`src/rtl/plt_pkg.sv`:
```
// ----------------------------------------------------------------------------
// plt_pkg
// Shared types and constants of the property-list text lexer: item formats,
// token kind codes and the packet that carries the results of one text byte.
// ----------------------------------------------------------------------------
package plt_pkg;

  // Most results that a single text byte can produce.
  localparam int MAX_RESULTS = 6;
  localparam int IDX_W       = $clog2(MAX_RESULTS);
  localparam int COUNT_W     = $clog2(MAX_RESULTS + 1);

  // Default number of packets held between the front and the back.
  localparam int DEF_QUEUE_DEPTH = 4;

  // Token kinds.
  localparam logic [4:0] KIND_LBRACK       = 5'd0;
  localparam logic [4:0] KIND_RBRACK       = 5'd1;
  localparam logic [4:0] KIND_LPAREN       = 5'd2;
  localparam logic [4:0] KIND_RPAREN       = 5'd3;
  localparam logic [4:0] KIND_COLON        = 5'd4;
  localparam logic [4:0] KIND_COMMA        = 5'd5;
  localparam logic [4:0] KIND_INT          = 5'd6;
  localparam logic [4:0] KIND_FLOAT        = 5'd7;
  localparam logic [4:0] KIND_STRING       = 5'd8;
  localparam logic [4:0] KIND_SYMBOL       = 5'd9;
  localparam logic [4:0] KIND_IDENT        = 5'd10;
  localparam logic [4:0] KIND_PLUS         = 5'd11;
  localparam logic [4:0] KIND_MINUS        = 5'd12;
  localparam logic [4:0] KIND_TIMES        = 5'd13;
  localparam logic [4:0] KIND_DIVIDE       = 5'd14;
  localparam logic [4:0] KIND_MOD          = 5'd15;
  localparam logic [4:0] KIND_NOT          = 5'd16;
  localparam logic [4:0] KIND_AND          = 5'd17;
  localparam logic [4:0] KIND_OR           = 5'd18;
  localparam logic [4:0] KIND_EQUAL        = 5'd19;
  localparam logic [4:0] KIND_INEQUAL      = 5'd20;
  localparam logic [4:0] KIND_GREATER      = 5'd21;
  localparam logic [4:0] KIND_GREATER_EQ   = 5'd22;
  localparam logic [4:0] KIND_SMALLER      = 5'd23;
  localparam logic [4:0] KIND_SMALLER_EQ   = 5'd24;
  localparam logic [4:0] KIND_CONCAT       = 5'd25;
  localparam logic [4:0] KIND_SPACE_CONCAT = 5'd26;
  localparam logic [4:0] KIND_VOID         = 5'd27;

  typedef struct packed {
    logic [7:0] char_byte;
    logic       last_char;
  } text_item_t;

  typedef struct packed {
    logic [4:0] token_kind;
    logic [7:0] value_byte;
    logic       has_byte;
    logic       token_begin;
    logic       token_end;
    logic       failed;
    logic       last_of_run;
  } token_item_t;

  // One result without its run mark; the back end adds that mark.
  typedef struct packed {
    logic [4:0] token_kind;
    logic [7:0] value_byte;
    logic       has_byte;
    logic       token_begin;
    logic       token_end;
    logic       failed;
  } tok_t;

  // All results caused by one text byte.
  typedef struct packed {
    logic [COUNT_W-1:0]           count;
    tok_t [MAX_RESULTS-1:0]       toks;
  } packet_t;

endpackage

```
`src/rtl/plt_front.sv`:
```
// ----------------------------------------------------------------------------
// plt_front
// Lexer state machine. Takes one text byte per cycle unless the queue is full,
// classifies it by current mode and builds the full list of results it causes.
// ----------------------------------------------------------------------------
module plt_front (
  input  logic                clk,
  input  logic                rst,
  input  logic                text_valid,
  output logic                text_stall,
  input  plt_pkg::text_item_t text_item,
  output logic                push,
  output plt_pkg::packet_t    push_packet,
  input  logic                queue_full
);
  import plt_pkg::*;

  localparam logic [3:0] MODE_IDLE    = 4'd0;
  localparam logic [3:0] MODE_IDENT   = 4'd1;
  localparam logic [3:0] MODE_NUMBER  = 4'd2;
  localparam logic [3:0] MODE_SYMBOL  = 4'd3;
  localparam logic [3:0] MODE_STRING  = 4'd4;
  localparam logic [3:0] MODE_KEYWORD = 4'd5;
  localparam logic [3:0] MODE_GT      = 4'd6;
  localparam logic [3:0] MODE_LT      = 4'd7;
  localparam logic [3:0] MODE_AMP     = 4'd8;

  localparam logic [2:0] KW_NOT  = 3'd0;
  localparam logic [2:0] KW_AND  = 3'd1;
  localparam logic [2:0] KW_OR   = 3'd2;
  localparam logic [2:0] KW_MOD  = 3'd3;
  localparam logic [2:0] KW_VOID = 3'd4;

  localparam logic [7:0] CH_TAB    = 8'h09;
  localparam logic [7:0] CH_LF     = 8'h0A;
  localparam logic [7:0] CH_CR     = 8'h0D;
  localparam logic [7:0] CH_SPACE  = 8'h20;
  localparam logic [7:0] CH_QUOTE  = 8'h22;
  localparam logic [7:0] CH_HASH   = 8'h23;
  localparam logic [7:0] CH_AMP    = 8'h26;
  localparam logic [7:0] CH_LPAREN = 8'h28;
  localparam logic [7:0] CH_RPAREN = 8'h29;
  localparam logic [7:0] CH_STAR   = 8'h2A;
  localparam logic [7:0] CH_PLUS   = 8'h2B;
  localparam logic [7:0] CH_COMMA  = 8'h2C;
  localparam logic [7:0] CH_MINUS  = 8'h2D;
  localparam logic [7:0] CH_DOT    = 8'h2E;
  localparam logic [7:0] CH_SLASH  = 8'h2F;
  localparam logic [7:0] CH_COLON  = 8'h3A;
  localparam logic [7:0] CH_LT     = 8'h3C;
  localparam logic [7:0] CH_EQUAL  = 8'h3D;
  localparam logic [7:0] CH_GT     = 8'h3E;
  localparam logic [7:0] CH_LBRACK = 8'h5B;
  localparam logic [7:0] CH_RBRACK = 8'h5D;
  localparam logic [7:0] CH_A_LOW  = 8'h61;
  localparam logic [7:0] CH_M_LOW  = 8'h6D;
  localparam logic [7:0] CH_N_LOW  = 8'h6E;
  localparam logic [7:0] CH_O_LOW  = 8'h6F;
  localparam logic [7:0] CH_V_LOW  = 8'h76;

  localparam int NUM_CAND = 10;

  function automatic logic is_digit(input logic [7:0] c);
    return (c >= 8'h30) && (c <= 8'h39);
  endfunction

  function automatic logic is_alnum(input logic [7:0] c);
    return is_digit(c) || ((c >= 8'h41) && (c <= 8'h5A)) || ((c >= 8'h61) && (c <= 8'h7A));
  endfunction

  // Letter of a keyword at a position; byte 0 is the first letter.
  function automatic logic [7:0] kw_char(input logic [2:0] id, input logic [1:0] pos);
    logic [3:0][7:0] word;
    unique case (id)
      KW_AND:  word = 32'h00_64_6E_61;
      KW_OR:   word = 32'h00_00_72_6F;
      KW_MOD:  word = 32'h00_64_6F_6D;
      KW_VOID: word = 32'h64_69_6F_76;
      default: word = 32'h00_74_6F_6E;
    endcase
    return word[pos];
  endfunction

  function automatic logic [2:0] kw_len(input logic [2:0] id);
    logic [2:0] len;
    unique case (id)
      KW_OR:   len = 3'd2;
      KW_VOID: len = 3'd4;
      default: len = 3'd3;
    endcase
    return len;
  endfunction

  function automatic logic [4:0] kw_kind(input logic [2:0] id);
    logic [4:0] kind;
    unique case (id)
      KW_AND:  kind = KIND_AND;
      KW_OR:   kind = KIND_OR;
      KW_MOD:  kind = KIND_MOD;
      KW_VOID: kind = KIND_VOID;
      default: kind = KIND_NOT;
    endcase
    return kind;
  endfunction

  function automatic tok_t mk(input logic [4:0] kind, input logic [7:0] c,
                              input logic has, input logic beg, input logic fin,
                              input logic fail);
    tok_t t;
    t.token_kind  = kind;
    t.value_byte  = has ? c : 8'h00;
    t.has_byte    = has;
    t.token_begin = beg;
    t.token_end   = fin;
    t.failed      = fail;
    return t;
  endfunction

  // Lexer state.
  logic [3:0] lex_mode;
  logic       number_has_point;
  logic [7:0] keyword_pending [3];
  logic [2:0] keyword_id;
  logic [1:0] keyword_matched;
  logic       drop_rest;

  logic [3:0] lex_mode_next;
  logic       number_has_point_next;
  logic [2:0] keyword_id_next;
  logic [1:0] keyword_matched_next;
  logic       drop_rest_next;

  logic       accept;
  logic [7:0] b;
  logic       last;

  logic [2:0] kid_eff;
  logic [2:0] len_c;
  logic [4:0] kwk;
  logic       kw_cont;
  logic       kw_done;
  logic       kw_fail;
  logic [3:0] eff_mode;

  logic       fresh_v;
  tok_t       fresh_tok;
  logic [3:0] fresh_mode;
  logic       fresh_kw;
  logic [2:0] fresh_kid;

  logic       use_fresh;
  logic [3:0] mode1;
  logic       hp1;
  logic [1:0] km1;
  logic [2:0] kid1;
  logic       drop1;
  logic       pend_we;
  logic [1:0] pend_idx;
  logic [7:0] pend1 [3];
  logic [4:0] run_kind;
  logic [4:0] pair_kind;

  tok_t                    cand [NUM_CAND];
  logic [NUM_CAND-1:0]     cv;
  logic [COUNT_W-1:0]      cnt;
  tok_t [MAX_RESULTS-1:0]  res;

  assign b          = text_item.char_byte;
  assign last       = text_item.last_char;
  assign text_stall = queue_full;
  assign accept     = text_valid && !text_stall;

  // Classification of a byte that starts a new token.
  always_comb begin
    fresh_v    = 1'b1;
    fresh_tok  = mk(KIND_IDENT, b, 1'b1, 1'b1, 1'b0, 1'b0);
    fresh_mode = MODE_IDLE;
    fresh_kw   = 1'b0;
    fresh_kid  = KW_NOT;
    unique case (b)
      CH_SPACE, CH_CR, CH_LF, CH_TAB: fresh_v = 1'b0;
      CH_LBRACK: fresh_tok = mk(KIND_LBRACK, b, 1'b1, 1'b1, 1'b1, 1'b0);
      CH_RBRACK: fresh_tok = mk(KIND_RBRACK, b, 1'b1, 1'b1, 1'b1, 1'b0);
      CH_LPAREN: fresh_tok = mk(KIND_LPAREN, b, 1'b1, 1'b1, 1'b1, 1'b0);
      CH_RPAREN: fresh_tok = mk(KIND_RPAREN, b, 1'b1, 1'b1, 1'b1, 1'b0);
      CH_COLON:  fresh_tok = mk(KIND_COLON, b, 1'b1, 1'b1, 1'b1, 1'b0);
      CH_COMMA:  fresh_tok = mk(KIND_COMMA, b, 1'b1, 1'b1, 1'b1, 1'b0);
      CH_PLUS:   fresh_tok = mk(KIND_PLUS, b, 1'b1, 1'b1, 1'b1, 1'b0);
      CH_MINUS:  fresh_tok = mk(KIND_MINUS, b, 1'b1, 1'b1, 1'b1, 1'b0);
      CH_STAR:   fresh_tok = mk(KIND_TIMES, b, 1'b1, 1'b1, 1'b1, 1'b0);
      CH_SLASH:  fresh_tok = mk(KIND_DIVIDE, b, 1'b1, 1'b1, 1'b1, 1'b0);
      CH_EQUAL:  fresh_tok = mk(KIND_EQUAL, b, 1'b1, 1'b1, 1'b1, 1'b0);
      CH_GT: begin
        fresh_v    = 1'b0;
        fresh_mode = MODE_GT;
      end
      CH_LT: begin
        fresh_v    = 1'b0;
        fresh_mode = MODE_LT;
      end
      CH_AMP: begin
        fresh_v    = 1'b0;
        fresh_mode = MODE_AMP;
      end
      CH_HASH: begin
        fresh_tok  = mk(KIND_SYMBOL, b, 1'b0, 1'b1, 1'b0, 1'b0);
        fresh_mode = MODE_SYMBOL;
      end
      CH_QUOTE: begin
        fresh_tok  = mk(KIND_STRING, b, 1'b0, 1'b1, 1'b0, 1'b0);
        fresh_mode = MODE_STRING;
      end
      CH_N_LOW, CH_A_LOW, CH_O_LOW, CH_M_LOW, CH_V_LOW: begin
        fresh_v    = 1'b0;
        fresh_kw   = 1'b1;
        fresh_mode = MODE_KEYWORD;
        unique case (b)
          CH_A_LOW: fresh_kid = KW_AND;
          CH_O_LOW: fresh_kid = KW_OR;
          CH_M_LOW: fresh_kid = KW_MOD;
          CH_V_LOW: fresh_kid = KW_VOID;
          default:  fresh_kid = KW_NOT;
        endcase
      end
      default: begin
        if (is_digit(b)) begin
          fresh_tok  = mk(KIND_INT, b, 1'b1, 1'b1, 1'b0, 1'b0);
          fresh_mode = MODE_NUMBER;
        end else begin
          fresh_mode = MODE_IDENT;
        end
      end
    endcase
  end

  // One step of the lexer: keyword release, the byte itself, a fresh token
  // start and the close at the end of the text, in that order.
  always_comb begin
    kid_eff = (keyword_id < 3'd5) ? keyword_id : KW_NOT;
    len_c   = kw_len(kid_eff);
    kwk     = kw_kind(kid_eff);
    kw_cont = (lex_mode == MODE_KEYWORD) && (keyword_matched != 2'd0) &&
              ({1'b0, keyword_matched} < len_c) &&
              (b == kw_char(kid_eff, keyword_matched));
    kw_done = kw_cont && (({1'b0, keyword_matched} + 3'd1) == len_c);
    kw_fail = (lex_mode == MODE_KEYWORD) && !kw_cont;
    // A failed keyword is released and the byte then continues an identifier.
    eff_mode = kw_fail ? MODE_IDENT : lex_mode;

    for (int k = 0; k < NUM_CAND; k++) begin
      cand[k] = '0;
    end
    cv        = '0;
    use_fresh = 1'b0;
    mode1     = lex_mode;
    hp1       = number_has_point;
    km1       = kw_fail ? 2'd0 : keyword_matched;
    kid1      = keyword_id;
    drop1     = drop_rest;
    pend_we   = 1'b0;
    pend_idx  = keyword_matched;
    run_kind  = KIND_IDENT;
    pair_kind = KIND_SMALLER_EQ;

    // Held keyword letters, either as the keyword or as an identifier start.
    for (int i = 0; i < 3; i++) begin
      cv[i]   = (kw_done || kw_fail) && (2'(i) < keyword_matched);
      cand[i] = mk(kw_done ? kwk : KIND_IDENT, keyword_pending[i], 1'b1,
                   (i == 0), 1'b0, 1'b0);
    end

    unique case (eff_mode)
      MODE_IDENT, MODE_SYMBOL: begin
        run_kind = (eff_mode == MODE_IDENT) ? KIND_IDENT : KIND_SYMBOL;
        cv[3]    = 1'b1;
        if (is_alnum(b)) begin
          cand[3] = mk(run_kind, b, 1'b1, 1'b0, 1'b0, 1'b0);
          mode1   = eff_mode;
        end else begin
          cand[3]   = mk(run_kind, b, 1'b0, 1'b0, 1'b1, 1'b0);
          use_fresh = 1'b1;
        end
      end
      MODE_STRING: begin
        cv[3] = 1'b1;
        if (b == CH_QUOTE) begin
          cand[3] = mk(KIND_STRING, b, 1'b0, 1'b0, 1'b1, 1'b0);
          mode1   = MODE_IDLE;
        end else begin
          cand[3] = mk(KIND_STRING, b, 1'b1, 1'b0, 1'b0, 1'b0);
        end
      end
      MODE_NUMBER: begin
        run_kind = number_has_point ? KIND_FLOAT : KIND_INT;
        cv[3]    = 1'b1;
        if (is_digit(b)) begin
          cand[3] = mk(run_kind, b, 1'b1, 1'b0, 1'b0, 1'b0);
        end else if (b == CH_DOT) begin
          if (number_has_point) begin
            // Second decimal point: error result, the rest of the text is dropped.
            cand[3] = mk(KIND_FLOAT, b, 1'b0, 1'b0, 1'b1, 1'b1);
            drop1   = 1'b1;
            mode1   = MODE_IDLE;
          end else begin
            cand[3] = mk(KIND_FLOAT, b, 1'b1, 1'b0, 1'b0, 1'b0);
            hp1     = 1'b1;
          end
        end else begin
          cand[3]   = mk(run_kind, b, 1'b0, 1'b0, 1'b1, 1'b0);
          use_fresh = 1'b1;
        end
      end
      MODE_KEYWORD: begin
        if (kw_done) begin
          cv[3]   = 1'b1;
          cand[3] = mk(kwk, b, 1'b1, 1'b0, 1'b1, 1'b0);
          mode1   = MODE_IDLE;
          km1     = 2'd0;
        end else begin
          pend_we = 1'b1;
          km1     = keyword_matched + 2'd1;
        end
      end
      MODE_GT: begin
        cv[3] = 1'b1;
        if (b == CH_EQUAL) begin
          cv[4]   = 1'b1;
          cand[3] = mk(KIND_GREATER_EQ, CH_GT, 1'b1, 1'b1, 1'b0, 1'b0);
          cand[4] = mk(KIND_GREATER_EQ, b, 1'b1, 1'b0, 1'b1, 1'b0);
          mode1   = MODE_IDLE;
        end else begin
          cand[3]   = mk(KIND_GREATER, CH_GT, 1'b1, 1'b1, 1'b1, 1'b0);
          use_fresh = 1'b1;
        end
      end
      MODE_LT: begin
        cv[3] = 1'b1;
        if ((b == CH_EQUAL) || (b == CH_GT)) begin
          pair_kind = (b == CH_EQUAL) ? KIND_SMALLER_EQ : KIND_INEQUAL;
          cv[4]     = 1'b1;
          cand[3]   = mk(pair_kind, CH_LT, 1'b1, 1'b1, 1'b0, 1'b0);
          cand[4]   = mk(pair_kind, b, 1'b1, 1'b0, 1'b1, 1'b0);
          mode1     = MODE_IDLE;
        end else begin
          cand[3]   = mk(KIND_SMALLER, CH_LT, 1'b1, 1'b1, 1'b1, 1'b0);
          use_fresh = 1'b1;
        end
      end
      MODE_AMP: begin
        cv[3] = 1'b1;
        if (b == CH_AMP) begin
          cv[4]   = 1'b1;
          cand[3] = mk(KIND_SPACE_CONCAT, CH_AMP, 1'b1, 1'b1, 1'b0, 1'b0);
          cand[4] = mk(KIND_SPACE_CONCAT, CH_AMP, 1'b1, 1'b0, 1'b1, 1'b0);
          mode1   = MODE_IDLE;
        end else begin
          cand[3]   = mk(KIND_CONCAT, CH_AMP, 1'b1, 1'b1, 1'b1, 1'b0);
          use_fresh = 1'b1;
        end
      end
      default: use_fresh = 1'b1;
    endcase

    if (use_fresh) begin
      cv[5]   = fresh_v;
      cand[5] = fresh_tok;
      mode1   = fresh_mode;
      if (fresh_mode == MODE_NUMBER) begin
        hp1 = 1'b0;
      end
      if (fresh_kw) begin
        kid1     = fresh_kid;
        km1      = 2'd1;
        pend_we  = 1'b1;
        pend_idx = 2'd0;
      end
    end

    for (int i = 0; i < 3; i++) begin
      pend1[i] = (pend_we && (pend_idx == 2'(i))) ? b : keyword_pending[i];
    end

    // Close of any open token at the end of the text.
    if (last) begin
      unique case (mode1)
        MODE_IDENT: begin
          cv[9]   = 1'b1;
          cand[9] = mk(KIND_IDENT, b, 1'b0, 1'b0, 1'b1, 1'b0);
        end
        MODE_SYMBOL: begin
          cv[9]   = 1'b1;
          cand[9] = mk(KIND_SYMBOL, b, 1'b0, 1'b0, 1'b1, 1'b0);
        end
        MODE_STRING: begin
          cv[9]   = 1'b1;
          cand[9] = mk(KIND_STRING, b, 1'b0, 1'b0, 1'b1, 1'b0);
        end
        MODE_NUMBER: begin
          cv[9]   = 1'b1;
          cand[9] = mk(hp1 ? KIND_FLOAT : KIND_INT, b, 1'b0, 1'b0, 1'b1, 1'b0);
        end
        MODE_KEYWORD: begin
          for (int i = 0; i < 3; i++) begin
            cv[6 + i]   = (2'(i) < km1);
            cand[6 + i] = mk(KIND_IDENT, pend1[i], 1'b1, (i == 0), 1'b0, 1'b0);
          end
          cv[9]   = 1'b1;
          cand[9] = mk(KIND_IDENT, b, 1'b0, 1'b0, 1'b1, 1'b0);
        end
        MODE_GT: begin
          cv[9]   = 1'b1;
          cand[9] = mk(KIND_GREATER, CH_GT, 1'b1, 1'b1, 1'b1, 1'b0);
        end
        MODE_LT: begin
          cv[9]   = 1'b1;
          cand[9] = mk(KIND_SMALLER, CH_LT, 1'b1, 1'b1, 1'b1, 1'b0);
        end
        MODE_AMP: begin
          cv[9]   = 1'b1;
          cand[9] = mk(KIND_CONCAT, CH_AMP, 1'b1, 1'b1, 1'b1, 1'b0);
        end
        default: cv[9] = 1'b0;
      endcase
    end

    // Once the text is being dropped a byte causes nothing.
    if (drop_rest) begin
      cv = '0;
    end

    cnt = '0;
    res = '0;
    for (int k = 0; k < NUM_CAND; k++) begin
      if (cv[k] && (cnt != COUNT_W'(MAX_RESULTS))) begin
        res[cnt[IDX_W-1:0]] = cand[k];
        cnt = cnt + COUNT_W'(1);
      end
    end

    if (last) begin
      lex_mode_next         = MODE_IDLE;
      number_has_point_next = 1'b0;
      keyword_id_next       = KW_NOT;
      keyword_matched_next  = 2'd0;
      drop_rest_next        = 1'b0;
    end else if (drop_rest) begin
      lex_mode_next         = lex_mode;
      number_has_point_next = number_has_point;
      keyword_id_next       = keyword_id;
      keyword_matched_next  = keyword_matched;
      drop_rest_next        = drop_rest;
    end else begin
      lex_mode_next         = mode1;
      number_has_point_next = hp1;
      keyword_id_next       = kid1;
      keyword_matched_next  = km1;
      drop_rest_next        = drop1;
    end
  end

  assign push              = accept && (cnt != '0);
  assign push_packet.count = cnt;
  assign push_packet.toks  = res;

  always_ff @(posedge clk) begin
    if (rst) begin
      lex_mode         <= MODE_IDLE;
      number_has_point <= 1'b0;
      keyword_id       <= KW_NOT;
      keyword_matched  <= 2'd0;
      drop_rest        <= 1'b0;
    end else if (accept) begin
      lex_mode         <= lex_mode_next;
      number_has_point <= number_has_point_next;
      keyword_id       <= keyword_id_next;
      keyword_matched  <= keyword_matched_next;
      drop_rest        <= drop_rest_next;
    end
  end

  // Held keyword letters are only read where they were written.
  always_ff @(posedge clk) begin
    if (accept && !drop_rest && pend_we) begin
      keyword_pending[pend_idx] <= b;
    end
  end

endmodule

```
`src/rtl/plt_queue.sv`:
```
// ----------------------------------------------------------------------------
// plt_queue
// Small first-in first-out queue of result packets between the lexer front
// and the result sequencer.
// ----------------------------------------------------------------------------
module plt_queue #(
  parameter int DEPTH = plt_pkg::DEF_QUEUE_DEPTH
) (
  input  logic             clk,
  input  logic             rst,
  input  logic             push,
  input  plt_pkg::packet_t push_packet,
  output logic             full,
  input  logic             pop,
  output logic             head_valid,
  output plt_pkg::packet_t head
);
  import plt_pkg::*;

  localparam int PTR_W = $clog2(DEPTH);
  localparam int CNT_W = $clog2(DEPTH + 1);

  packet_t            slots [DEPTH];
  logic [PTR_W-1:0]   wr_ptr;
  logic [PTR_W-1:0]   rd_ptr;
  logic [CNT_W-1:0]   fill;
  logic               do_push;
  logic               do_pop;

  assign full       = (fill == CNT_W'(DEPTH));
  assign head_valid = (fill != '0);
  assign head       = slots[rd_ptr];
  assign do_push    = push && !full;
  assign do_pop     = pop && head_valid;

  always_ff @(posedge clk) begin
    if (do_push) begin
      slots[wr_ptr] <= push_packet;
    end
  end

  always_ff @(posedge clk) begin
    if (rst) begin
      wr_ptr <= '0;
      rd_ptr <= '0;
      fill   <= '0;
    end else begin
      if (do_push) begin
        wr_ptr <= (wr_ptr == PTR_W'(DEPTH - 1)) ? '0 : wr_ptr + PTR_W'(1);
      end
      if (do_pop) begin
        rd_ptr <= (rd_ptr == PTR_W'(DEPTH - 1)) ? '0 : rd_ptr + PTR_W'(1);
      end
      if (do_push && !do_pop) begin
        fill <= fill + CNT_W'(1);
      end else if (do_pop && !do_push) begin
        fill <= fill - CNT_W'(1);
      end
    end
  end

endmodule

```
`src/rtl/plt_back.sv`:
```
// ----------------------------------------------------------------------------
// plt_back
// Result sequencer. Walks through the packet at the head of the queue and
// hands out its results one per unstalled cycle, marking the last one of each run.
// ----------------------------------------------------------------------------
module plt_back (
  input  logic                 clk,
  input  logic                 rst,
  input  logic                 head_valid,
  input  plt_pkg::packet_t     head,
  output logic                 pop,
  output logic                 token_valid,
  input  logic                 token_stall,
  output plt_pkg::token_item_t token_item
);
  import plt_pkg::*;

  logic [IDX_W-1:0] idx;
  logic             at_last;
  logic             taken;
  tok_t             cur;

  assign cur     = head.toks[idx];
  assign at_last = ((COUNT_W'(idx) + COUNT_W'(1)) == head.count);
  assign taken   = token_valid && !token_stall;
  assign pop     = taken && at_last;

  assign token_valid            = head_valid;
  assign token_item.token_kind  = cur.token_kind;
  assign token_item.value_byte  = cur.value_byte;
  assign token_item.has_byte    = cur.has_byte;
  assign token_item.token_begin = cur.token_begin;
  assign token_item.token_end   = cur.token_end;
  assign token_item.failed      = cur.failed;
  assign token_item.last_of_run = at_last;

  always_ff @(posedge clk) begin
    if (rst) begin
      idx <= '0;
    end else if (taken) begin
      idx <= at_last ? '0 : idx + IDX_W'(1);
    end
  end

endmodule

```
`src/rtl/property_list_text_lexer_unit.sv`:
```
// ----------------------------------------------------------------------------
// property_list_text_lexer_unit
// Streaming tokenizer for property-list text: one text byte in, token pieces
// out, with begin and end marks on each token.
//
//   channel  direction  handshake                 payload
//   text     in         text_valid / text_stall   plt_pkg::text_item_t
//   token    out        token_valid / token_stall plt_pkg::token_item_t
//
// A text byte is taken every cycle while the packet queue has room; its
// results are registered in the queue and handed out one per cycle while
// the output is not stalled; up to QUEUE_DEPTH bytes worth of results
// wait in the queue meanwhile.
// A byte that causes no result only updates the lexer state.
// Synchronous reset returns the lexer to idle and empties the queue.
// ----------------------------------------------------------------------------
module property_list_text_lexer_unit #(
  parameter int QUEUE_DEPTH = plt_pkg::DEF_QUEUE_DEPTH
) (
  input  logic                 clk,
  input  logic                 rst,
  input  logic                 text_valid,
  output logic                 text_stall,
  input  plt_pkg::text_item_t  text_item,
  output logic                 token_valid,
  input  logic                 token_stall,
  output plt_pkg::token_item_t token_item
);
  import plt_pkg::*;

  logic    push;
  packet_t push_packet;
  logic    queue_full;
  logic    pop;
  logic    head_valid;
  packet_t head;

  plt_front u_front (
    .clk         (clk),
    .rst         (rst),
    .text_valid  (text_valid),
    .text_stall  (text_stall),
    .text_item   (text_item),
    .push        (push),
    .push_packet (push_packet),
    .queue_full  (queue_full)
  );

  plt_queue #(
    .DEPTH (QUEUE_DEPTH)
  ) u_queue (
    .clk         (clk),
    .rst         (rst),
    .push        (push),
    .push_packet (push_packet),
    .full        (queue_full),
    .pop         (pop),
    .head_valid  (head_valid),
    .head        (head)
  );

  plt_back u_back (
    .clk         (clk),
    .rst         (rst),
    .head_valid  (head_valid),
    .head        (head),
    .pop         (pop),
    .token_valid (token_valid),
    .token_stall (token_stall),
    .token_item  (token_item)
  );

endmodule

```
`config.mk`:
```
export PLATFORM = sky130hd
export DESIGN_NAME = property_list_text_lexer_unit
export DESIGN_NICKNAME = d
export VERILOG_FILES = /design/src/rtl/plt_pkg.sv /design/src/rtl/plt_front.sv /design/src/rtl/plt_queue.sv /design/src/rtl/plt_back.sv /design/src/rtl/property_list_text_lexer_unit.sv
export SDC_FILE = /design/constraint.sdc
export NUM_CORES = 1
export LEC_CHECK = 0
export ABC_AREA = 1
export BUFFER_PORTS_ARGS = -buffer_cell sky130_fd_sc_hd__buf_2
export CORE_ASPECT_RATIO = 0.9
export CORE_MARGIN = 2
export CORE_UTILIZATION = 40
export CTS_CLUSTER_SIZE = 8
export DETAILED_ROUTE_END_ITERATION = 8
export PLACE_DENSITY = 0.61
export SETUP_SLACK_MARGIN = 0.05
export SKIP_LAST_GASP = 1
export SYNTH_ARGS = -nofsm -noshare
export SYNTH_HDL_FRONTEND = slang
export SYNTH_SLANG_ARGS = --single-unit
```
`constraint.sdc`:
```
create_clock -name clk -period 22.5 [get_ports clk]
set_input_delay 4.5 -clock clk [delete_from_list [all_inputs] [get_ports clk]]
set_output_delay 4.5 -clock clk [all_outputs]
set_load 0.05 [all_outputs]
```
After elaboration in Yosys (flattened, before gate mapping)
Memories as Yosys holds them, arrays and structs flattened. A register that Yosys moved wholly into a read port is not among the register bits.
Cells that the tools add are included.

storage, ports and cells
  flip-flop bits (word level) = 21
  latch bits = 0
  RAM bits = 444
  memory bits (read-only) = 0
  input port bits = 13
  output and inout port bits = 20
  memories kept = 2

memories
  memory                   words  width  read ports  clocked after Yosys merged registers in  wr ports  line              source
  u_queue.slots            4      105    1           1                                        1         plt_queue.sv:23   packet_t slots [DEPTH];
  u_front.keyword_pending  3      8      3           0                                        1         plt_front.sv:122  logic [7:0] keyword_pending [3];

operators by class
  add/sub/neg operators = 16
  $mul = 0
  div/mod/pow operators = 0
  magnitude comparators = 34
  equal/unequal tests = 66
  shift operators = 0
  muxes and demuxes = 162
  bitwise gates (word level) = 0
  reductions and logical operators = 69

operators by type and width
  cell                                                         number
  bitwise mux 102 bit                                          9
  2-to-1 mux 102 bit                                           9
  demux 17 bit (select 3 bit)                                  9
  2-to-1 mux 17 bit                                            19
  case mux 17 bit (14 select lines)                            1
  case mux 17 bit (7 select lines)                             2
  == test 8 x 6 -> 1 bit (second input constant)               16
  case mux 31 bit (4 select lines)                             1
  2-to-1 mux 68 bit                                            1
  2-to-1 mux 4 bit                                             15
  2-to-1 mux 3 bit                                             19
  == test 8 x 7 -> 1 bit (second input constant)               7
  case mux 4 bit (7 select lines)                              2
  binary-select mux 17 bit (select 3 bit)                      1
  case mux 17 bit (3 select lines)                             1
  2-to-1 mux 50 bit                                            1
  logical AND 1 bit                                            42
  2-to-1 mux 1 bit                                             38
  == test 4 x 3 -> 1 bit (second input constant)               9
  less-than comparator 3 x 4 -> 1 bit (second input constant)  9
  2-to-1 mux 12 bit                                            3
  2-to-1 mux 8 bit                                             4
  adder 3 x 1 -> 3 bit (second input constant)                 10
  2-to-1 mux 2 bit                                             15
  other kinds (54)                                             104

Depth between registers and ports, before layout
Gate-level depths: netlist of the first run.

  depth after elaboration = 55
  mapped depth = 78
  gate-level depth less buffers = 76

Modules after synthesis
Synthesis of the first run repeated with hierarchy kept, for this count alone.

second synthesis, totals
  cells, all modules = 3134
  area, all modules = 26939.6 sq um

by module, submodules not included
  module     times used  cells each  area each (sq um)  sequential area each (sq um)
  plt_queue  1           1085        16141.7            12792.3
  plt_front  1           1793        9506.6             940.9
  plt_back   1           256         1291.2             60.1

Worst setup path before layout of the first run
No wires, ideal clock.

  kind = input-to-reg
  start point = input port text_item[6] (netlist bit)
  end point = memory u_queue.slots[0][0] (netlist bit) (enable)
  setup time = 571 ps
  data arrival time = 15817 ps
  required time = 21929 ps
  path slack = 6112 ps
  stages on the path = 62
  buffers on the path = 2
  cell sequence = clkbuf_1 nor2_1 nand3_1 nand2_1 nand3_1 nor2_2 nand3_2 nand2_1 nor2_1 clkbuf_1 inv_1 ha_1 inv_1 nor2_1 inv_2 nand2_1 inv_1 ha_1 [26 not listed] inv_1 ha_1 nand3_2 nand2_1 nand2_1 inv_2 nor2_4 inv_2 ha_1 nand2_2 nand2_1 nand2_1 nand2_1 nand2_1 nor2_2 nor2_4 inv_2 nor2_1

on the way
  longest elaborated chain between the ends = 40

ends and longest elaborated chain
  what                                                                           line                                 source
  start: declaration                                                             property_list_text_lexer_unit.sv:24  input plt_pkg::text_item_t text_item,
  == test 8 bit                                                                  plt_front.sv:244                     (b == kw_char(kid_eff, keyword_matched));
  logical AND 1 bit                                                              plt_front.sv:243                     ({1'b0, keyword_matched} < len_c) &&
  logical NOT 1 bit                                                              plt_front.sv:246                     kw_fail = (lex_mode == MODE_KEYWORD) && !kw_cont;
  logical AND 1 bit                                                              plt_front.sv:246
  logical OR 1 bit                                                               plt_front.sv:267                     cv[i] = (kw_done || kw_fail) && (2'(i) < keyword_matched);
  logical AND 1 bit                                                              plt_front.sv:267
  2-to-1 mux 10 bit *                                                            plt_front.sv:427                     if (drop_rest) begin
  parallel branches: the longest is 27 deep, another holds adder 3 x 1 -> 3 bit  --
  2-to-1 mux 3 bit *                                                             plt_front.sv:434                     if (cv[k] && (cnt != COUNT_W'(MAX_RESULTS))) begin
  nonzero test 3 bit *                                                           plt_front.sv:461                     assign push = accept && (cnt != '0);
  logical AND 1 bit *                                                            plt_front.sv:461
  logical AND 1 bit *                                                            plt_queue.sv:33                      assign do_push = push && !full;
  net u_queue.do_push                                                            plt_queue.sv:27                      logic do_push;
  2-to-1 mux 1 bit *                                                             plt_queue.sv:37                      if (do_push) begin
  2-to-1 mux 1 bit (not written as such) *                                       plt_queue.sv:38                      slots[wr_ptr] <= push_packet;
  end: declaration                                                               plt_queue.sv:23

Mark *: on every way through the listed nets, which the timed path passes.

Worst setup path in the final report of the first run
  start point = input port text_item[2] (netlist bit)
  end point = memory u_queue.slots[3][8] (netlist bit) (enable)

Same word-level chain as after synthesis.

==> results of run 1 <==
-- cell usage after synthesis (3+ instances only) --
cell,instances,share of area [%]
o31ai_1,6,0.18
nor2_4,8,0.35
buf_2,8,0.16
edfxtp_1,444,52
dfxtp_1,23,1.8
a22oi_1,17,0.50
buf_4,7,0.20
o2111ai_1,5,0.17
nor4_1,11,0.27
nor2_1,497,7.3
o311ai_0,5,0.17
buf_1,3,0.044
o22ai_1,60,1.5
clkbuf_1,117,1.7
nand3_1,83,1.6
a31oi_1,23,0.56
inv_1,247,3.6
a221oi_1,9,0.31
nor2_2,10,0.24
nor3_1,29,0.56
nand3_2,6,0.23
inv_2,35,0.51
o32ai_1,3,0.10
nand2_2,16,0.39
ha_1,28,1.4
a32oi_1,4,0.14
clkinv_1,9,0.13
xor2_1,4,0.14
nand4_1,12,0.29
o21ai_0,400,7.8
o211ai_1,60,1.8
o221ai_1,84,2.9
a211oi_1,28,0.82
nand2_4,7,0.31
o21ai_1,22,0.43
nand2_1,379,5.5
a21oi_1,117,2.3
-- flip-flops by register name, summed over array words and instances, names as in the netlist, 2 cells and up, named ones only --
signal,cells
u_back.idx,3
u_front.keyword_id,3
u_front.keyword_matched,2
u_front.keyword_pending,24
u_front.lex_mode,4
u_queue.fill,3
u_queue.rd_ptr,2
u_queue.slots,420
u_queue.wr_ptr,2
-- how the worst max path moves through the flow --
stage | start | endpoint | slack (ns) | depth (start not counted)
finish | text_item[2] | u_queue.slots[3][8]$_DFFE_PP_ | 7.45 | 62
global route | text_item[2] | u_queue.slots[1][59]$_DFFE_PP_ | 6.57 | 62
CTS | text_item[2] | u_queue.slots[3][58]$_DFFE_PP_ | 7.70 | 62
detailed placement | text_item[2] | u_queue.slots[3][38]$_DFFE_PP_ | 7.07 | 62
global placement | text_item[2] | u_queue.slots[1][27]$_DFFE_PP_ | 7.43 | 62
floorplan | text_item[6] | u_queue.slots[0][0]$_DFFE_PP_ | 6.11 | 62
-- metal layers --
layer  vias to the layer above  wire [um]
met1                     11200      44200
li1                      10200          -
met4                         0       4090
met2                      1203      44400
met3                       231       8800
met5                         -          0
-- cells by family after synthesis --
| logic type | after synthesis | synth area share (%) |
|---|---|---|
| compound gates | 860 | 20.2 |
| xor+xnor | 6 | 0.204 |
| fa+ha+maj | 30 | 1.52 |
| buf+inv | 429 | 6.47 |
| flops | 467 | 53.6 |
| mux | 2 | 0.0779 |
| other cells | 1 | 0.0146 |
| simple gates | 1077 | 17.9 |
-- through the flow --
stage	instances	setup WS, ns	cell area, um^2
4_1_cts	3759	7.70	28700
6_report	3759	7.45	28700
3_5_place_dp	3671	7.07	26800
5_1_grt	3759	6.57	28700
3_3_place_gp	3671	7.43	26800
2_1_floorplan	2879	6.11	25700
-- worst min-delay path, cell delays in order (launching register included) --
cell	delay (ns)
dfxtp_1	0.31
nand2_1	0.06
a21oi_1	0.07
-- power by group through the flow --
stage	clock network, mW	logic, mW	registers [mW]
6_report	0.921	0.928	1.17
5_1_grt	0.973	0.994	1.18
4_1_cts	0.938	0.924	1.17
3_5_place_dp	0	0.921	1.18
3_3_place_gp	0	0.912	1.18
2_1_floorplan	0	0.612	1.17
-- layout make-up --
cell class / count / area share, %
Clock inverter: 6 / 0.362
Sequential cell: 467 / 48.2
Timing Repair Buffer: 74 / 1.66
Clock buffer: 82 / 6.19
Multi-Input combinational cell: 1983 / 36.0
Tap cell: 855 / 3.73
Inverter: 292 / 3.85
-- layout by cell type (no fill, tap or decap), drive strengths merged, types with 74 or more instances in the layout --
| cell type | synthesis | final |
|---|---|---|
| clkbuf | 117 | 82 |
| inv | 283 | 287 |
| nor2 | 516 | 516 |
| buf | 20 | 74 |
| o221ai | 84 | 84 |
| a21oi | 118 | 118 |
| nand3 | 91 | 91 |
| edfxtp | 444 | 444 |
| o21ai | 425 | 425 |
| nand2 | 402 | 402 |
==> qor.yml, run 1 <==
dp_hpwl_mm: 72.6
swShare_pct: 37.6
hold_path.class: "reg -> reg"
post-route-util_pct: 44.9
start_util_pct: 40.3
numClockSinks: 467
hold_depth: 2
cts_buffers: 68
reg2reg_slack_ns: 10.26
grtUsageMet2_pct: 45.7
grt_pass1_wl_mm: 148
finalNetCount: 2929
ff2ff_path_depth: 62
grt_max_degree: 85
critical-path-slowest-cell: "buf_4"
finalSetupViolations: 0
fin_crit_ns: 15.05
dr.pass1.iters: 5
path_clk_slew_ns: 0.05
ant_nets: 0
tritoncts: "yes"
vias: 22900
wirelength_mm: 102
synth-seq-area-share_pct: 53.6
status: "finished, final reports clean"
io_pins: 33
whs_ns: 0.492
leakagePower_nw: 10.6
syn_to_final_growth_pct: 11.5
multi_input_area_mm2: 0.0103
clkPwrFrac_pct: 30.5
cpMostUsedCell: "nand2_1"
fin_crit_sh_pct: 66.9
ys.flop_type: "edfxtp_1"
end_kind: "register"
r2r-start: "u_front.keyword_matched[0]$_SDFFE_PP0P_"
n_antenna_cell: 0
hold_viol: 0
cp_data_required_time_ns: 22.72
timing.rr.end: "u_queue.slots[3][8]$_DFFE_PP_"
antenna_found_initial: 1
insertion_delay_ns: 0.64
slew_violations: 0
max_cap_viol_count: 0
slowest_delay_ns: 0.84
min_to: "u_queue.rd_ptr[1]$_SDFFE_PP0P_"
gr-usage-met1_pct: 43.3
top_usage_layer: "met2"
finalPower_mw: 3.02
criticalPathCategory: "in -> reg"
die-area_mm2: 0.0663
clock_skew_ns: 0.0462
drive_gt1_share_pct: 9.09
placementRows: 88
wl_per_cell_um: 27.0
place_congestion: 1.03
rsz0062_at_grt: "no"
arrival_ns: 15.26
slew_headroom_pct: 12.6
power.density_mw_per_mm2: 105
async_flop_share_pct: 0
yosysWarningCount: 0
drcViolationCount: 0
core_area_mm2: 0.0639
clockRootBuffer: "clkbuf_16"
syn_area_mm2: 0.0257
tns_ns: 0
die_y_um: 245
synth_edf_count: 444
synth_cells: 2872
grt_pass1_vias: 21600
min_from: "u_queue.rd_ptr[1]$_SDFFE_PP0P_"
cts_hold_buf: 0
seqPwrFrac_pct: 38.7
track_usage_pct: 30.3
worst_slew_pin_slew_ns: 1.30
synth_area_per_cell_um2: 8.95
crit_path_max_fanout: 57
path_buf_inv: 13
comb_power_share_pct: 30.8
drtIter0Drc: 3009
ctsResizeCount: 0
p_switching_mw: 1.13
cts_max_level: 3
yosys.cell_types.count: 70
met3_usage_pct: 5.49
ys_ff_latch: 467
cp_top_family: "simple AND/OR/NAND/NOR gates"
start_kind: "input port"
cts_setup_buffers: 0
cellInternalPower_mw: 1.88
clk_path_buf_depth: 3
fillers: 6232
fmax_mhz: 66.5
overflow: 0
numPortBuffers: 32
dieWidth_um: 271
final-seq-area_mm2: 0.0138
ir_worst_vdd_mv: 0.0981
avgViaCountPerCell: 6.09
Power figures use the tool's default switching activity.
==> inputs of run 2 (changes only) <==
Settings changed: ABC_AREA 1 to 0, PLACE_DENSITY 0.61 to 0.63.
Clock period 22.5 ns to 12.8 ns, I/O delays scaled along.
==> qor.yml, run 2 <==
numClockSinks: 467  # unchanged
place_ws_ns: -0.362  # -7.44 ns
io_pins: 33  # unchanged
slew_violations: 0  # unchanged
p_switching_mw: 1.57  # +38%
synth_cells: 2118  # -26%
r2r-start: "u_front.keyword_id[1]$_SDFFE_PP0P_"
finalSetupViolations: 0  # unchanged
place_congestion: 1.03  # -0.48%
criticalPathCategory: "in -> reg"
place_area_mm2: 0.0277  # +3.5%
power.density_mw_per_mm2: 167  # +59%
seqPwrFrac_pct: 40.3  # +1.6 points
fmax_mhz: 81.6
clockRootBuffer: "clkbuf_16"
whs_ns: 0.480  # -0.0112 ns
crit_start: "text_item[8]"
die-area_mm2: 0.0669  # +0.89%
track_usage_pct: 28.1  # -2.2 points
arrival_ns: 12.79  # -2.47 ns
crit_path_max_fanout: 8  # -86%
start_kind: "input port"
ys_ff_latch: 467  # unchanged
clk_path_buf_depth: 3  # unchanged
dr.pass1.iters: 6  # +1
ir_worst_vdd_mv: 0.123  # +25%
ys.flop_type: "edfxtp_1"
dpl.cell_count: 2972  # -19%
cp_data_required_time_ns: 13.33  # -9.39 ns
drtIter0Drc: 2912  # -3.2%
regMostFlops: "u_queue.slots"
synth_top_area_cell: "edfxtp_1"
numPortBuffers: 32  # unchanged
die_y_um: 246  # +0.44%
synth_area_per_cell_um2: 12.3  # +37%
ys_top_cells_by_area: "edfxtp_1, mux4_2, nand2_1, nor2_1, a21oi_1"
comb_power_share_pct: 27.0  # -3.8 points
path_clk_slew_ns: 0.05  # about the same
final_cell_mix: "edfxtp_1, nand2_1, nor2_1"
ant_nets: 0  # unchanged
max_cap_viol_count: 0  # unchanged
yosysWarningCount: 0  # unchanged
layout_setup_ws_ns: 0.544  # -6.91 ns
grt_pass1_wl_mm: 137  # -7.9%
hold_path.class: "reg -> reg"
swShare_pct: 31.5  # -6.2 points
syn_to_final_growth_pct: 14.7
grt_pass1_vias: 19500  # -9.9%
dp_hpwl_mm: 68.4  # -5.8%
fin_crit_sh_pct: 95.7
overflow: 0  # unchanged
post-route-util_pct: 46.5  # +1.6 points
end_kind: "register"
clock_skew_ns: 0.0498  # +0.00361 ns
synth-seq-area-share_pct: 53.2  # -0.48 points
drcViolationCount: 0  # unchanged
antenna_found_initial: 3  # +2
final_common_cell: "edfxtp_1"
yosysMostFrequentCell: "edfxtp_1"
slowest_delay_ns: 0.58  # -0.26 ns
insertion_delay_ns: 0.62  # -0.02 ns
cellInternalPower_mw: 3.41  # +81%
critical-path-slowest-cell: "or4_4"
yosysTopAreaCellShare_pct: 51.4  # -0.47 points
grt_max_degree: 55  # -35%
top_regs: "u_queue.slots x420, u_front.keyword_pending x24, u_front.lex_mode x4"
cts_buffers: 69  # +1.5%
cts_hold_buf: 0  # unchanged
syn_area_mm2: 0.0259  # +0.91%
start_util_pct: 40.5  # +0.22 points
avgViaCountPerCell: 6.53  # +7.3%
fin_crit_ns: 12.26
tritoncts: "yes"
ys_top_cells_by_count: "edfxtp_1, nand2_1, nor2_1"
wl_per_cell_um: 30.6  # +13%
cts_max_level: 3  # unchanged
placementRows: 88  # unchanged
dieWidth_um: 272  # +0.45%
drive_gt1_share_pct: 20.5  # +11 points
tns_ns: 0  # unchanged
slew_headroom_pct: 6.45  # -6.2 points
leakagePower_nw: 9.97  # -5.7%
min_from: "u_queue.rd_ptr[0]$_SDFFE_PP0P_"
finalNetCount: 2243  # -23%
rsz0062_at_grt: "no"
vias: 20100  # -12%
fin_cells: 3079  # -18%
synth_edf_count: 444  # unchanged
clkPwrFrac_pct: 32.7  # +2.2 points
design_area_mm2: 0.0298  # +3.9%
hold_viol: 0  # unchanged
yosys.cell_types.count: 119  # +70%
finalPower_mw: 4.98  # +65%
core_area_mm2: 0.0641  # +0.34%
largest_reg_flops: 420  # unchanged
status: "finished, final reports clean"
cpMostUsedCell: "ha_4"
wirelength_mm: 94.2  # -7.2%
worst_slew_pin_slew_ns: 1.39  # +0.0921 ns
async_flop_share_pct: 0  # unchanged
## run 2: cell types whose count changed after synthesis, sizes merged, moves of 26 or more
cell    previous run  this run
nor2b              0        26
nand3             91        49
clkbuf           117        89
inv              283        65
nand2b             0        28
mux4               0       122
o221ai            84        15
o21ai            425       110
o211ai            60        22
nand2            402       168
mux2i              2        53
or3                2        28
buf               20        50
nor2             516       163
## run 2: per-layer routing
metal | wire length [um] | track usage (%) | up-vias
met3 | 9070 | 6.25 | 246
met2 | 40900 | 41.6 | 1193
met5 | 16 | 0 | -
met1 | 40200 | 39.9 | 10100
met4 | 3970 | 11.6 | 2
li1 | - | - | 8545
## run 2: path summary, 6_finish.rpt
path                             endpoint  slack (ns)  cells past startpoint
max          u_queue.fill[2]$_SDFFE_PP0P_        0.54                     53
min                              register        0.48                      2
max reg2reg  u_queue.fill[2]$_SDFFE_PP0P_        1.07                     57
min reg2reg                      register        0.48                      2
## run 2: power groups by stage
stage	combinational (mW)	clock, mW	sequential [mW]
after floorplan	0.920	0	2.00
after global placement	1.32	0	2.02
after global routing	1.43	1.71	2.02
final	1.34	1.63	2.01
after detailed placement	1.33	0	2.04
after CTS	1.34	1.65	2.01
## run 2: layout make-up
class                           instances  area (um^2)
Antenna cell                            1         2.50
Clock buffer                           85         1790
Clock inverter                          9          121
Fill cell                            5741        34300
Inverter                               67          256
Multi-Input combinational cell       1451        11600
Sequential cell                       467        13800
Tap cell                              855         1070
Timing Repair Buffer                  144         1110
## run 2: worst max-delay path: cells and delay by family
kind,cells,cell delay (ns)
simple gates,15,2.81
buf+inv,7,0.70
mux,4,1.21
xor+xnor,1,0.15
compound gates,16,3.19
fa+ha+maj,10,2.14
## run 2: logic make-up after synthesis
kind of cell               count (synthesis)  share of synthesized area (%)
and+or+nand+nor                          635                           12.4
AOI/OAI and AO/OA                        575                           15.7
DFF                                      467                           53.2
buffers and inverters                    208                           3.49
muxes                                    185                           13.1
adders and majority gates                 31                           1.54
xor gates and xnor gates                  16                          0.627
other                                      1                         0.0145
## run 2: repair_timing
action                                  in CTS  in global routing
buffers inserted                             0                 10
resized for setup                            0                  5
endpoints found under the setup margin       0                372
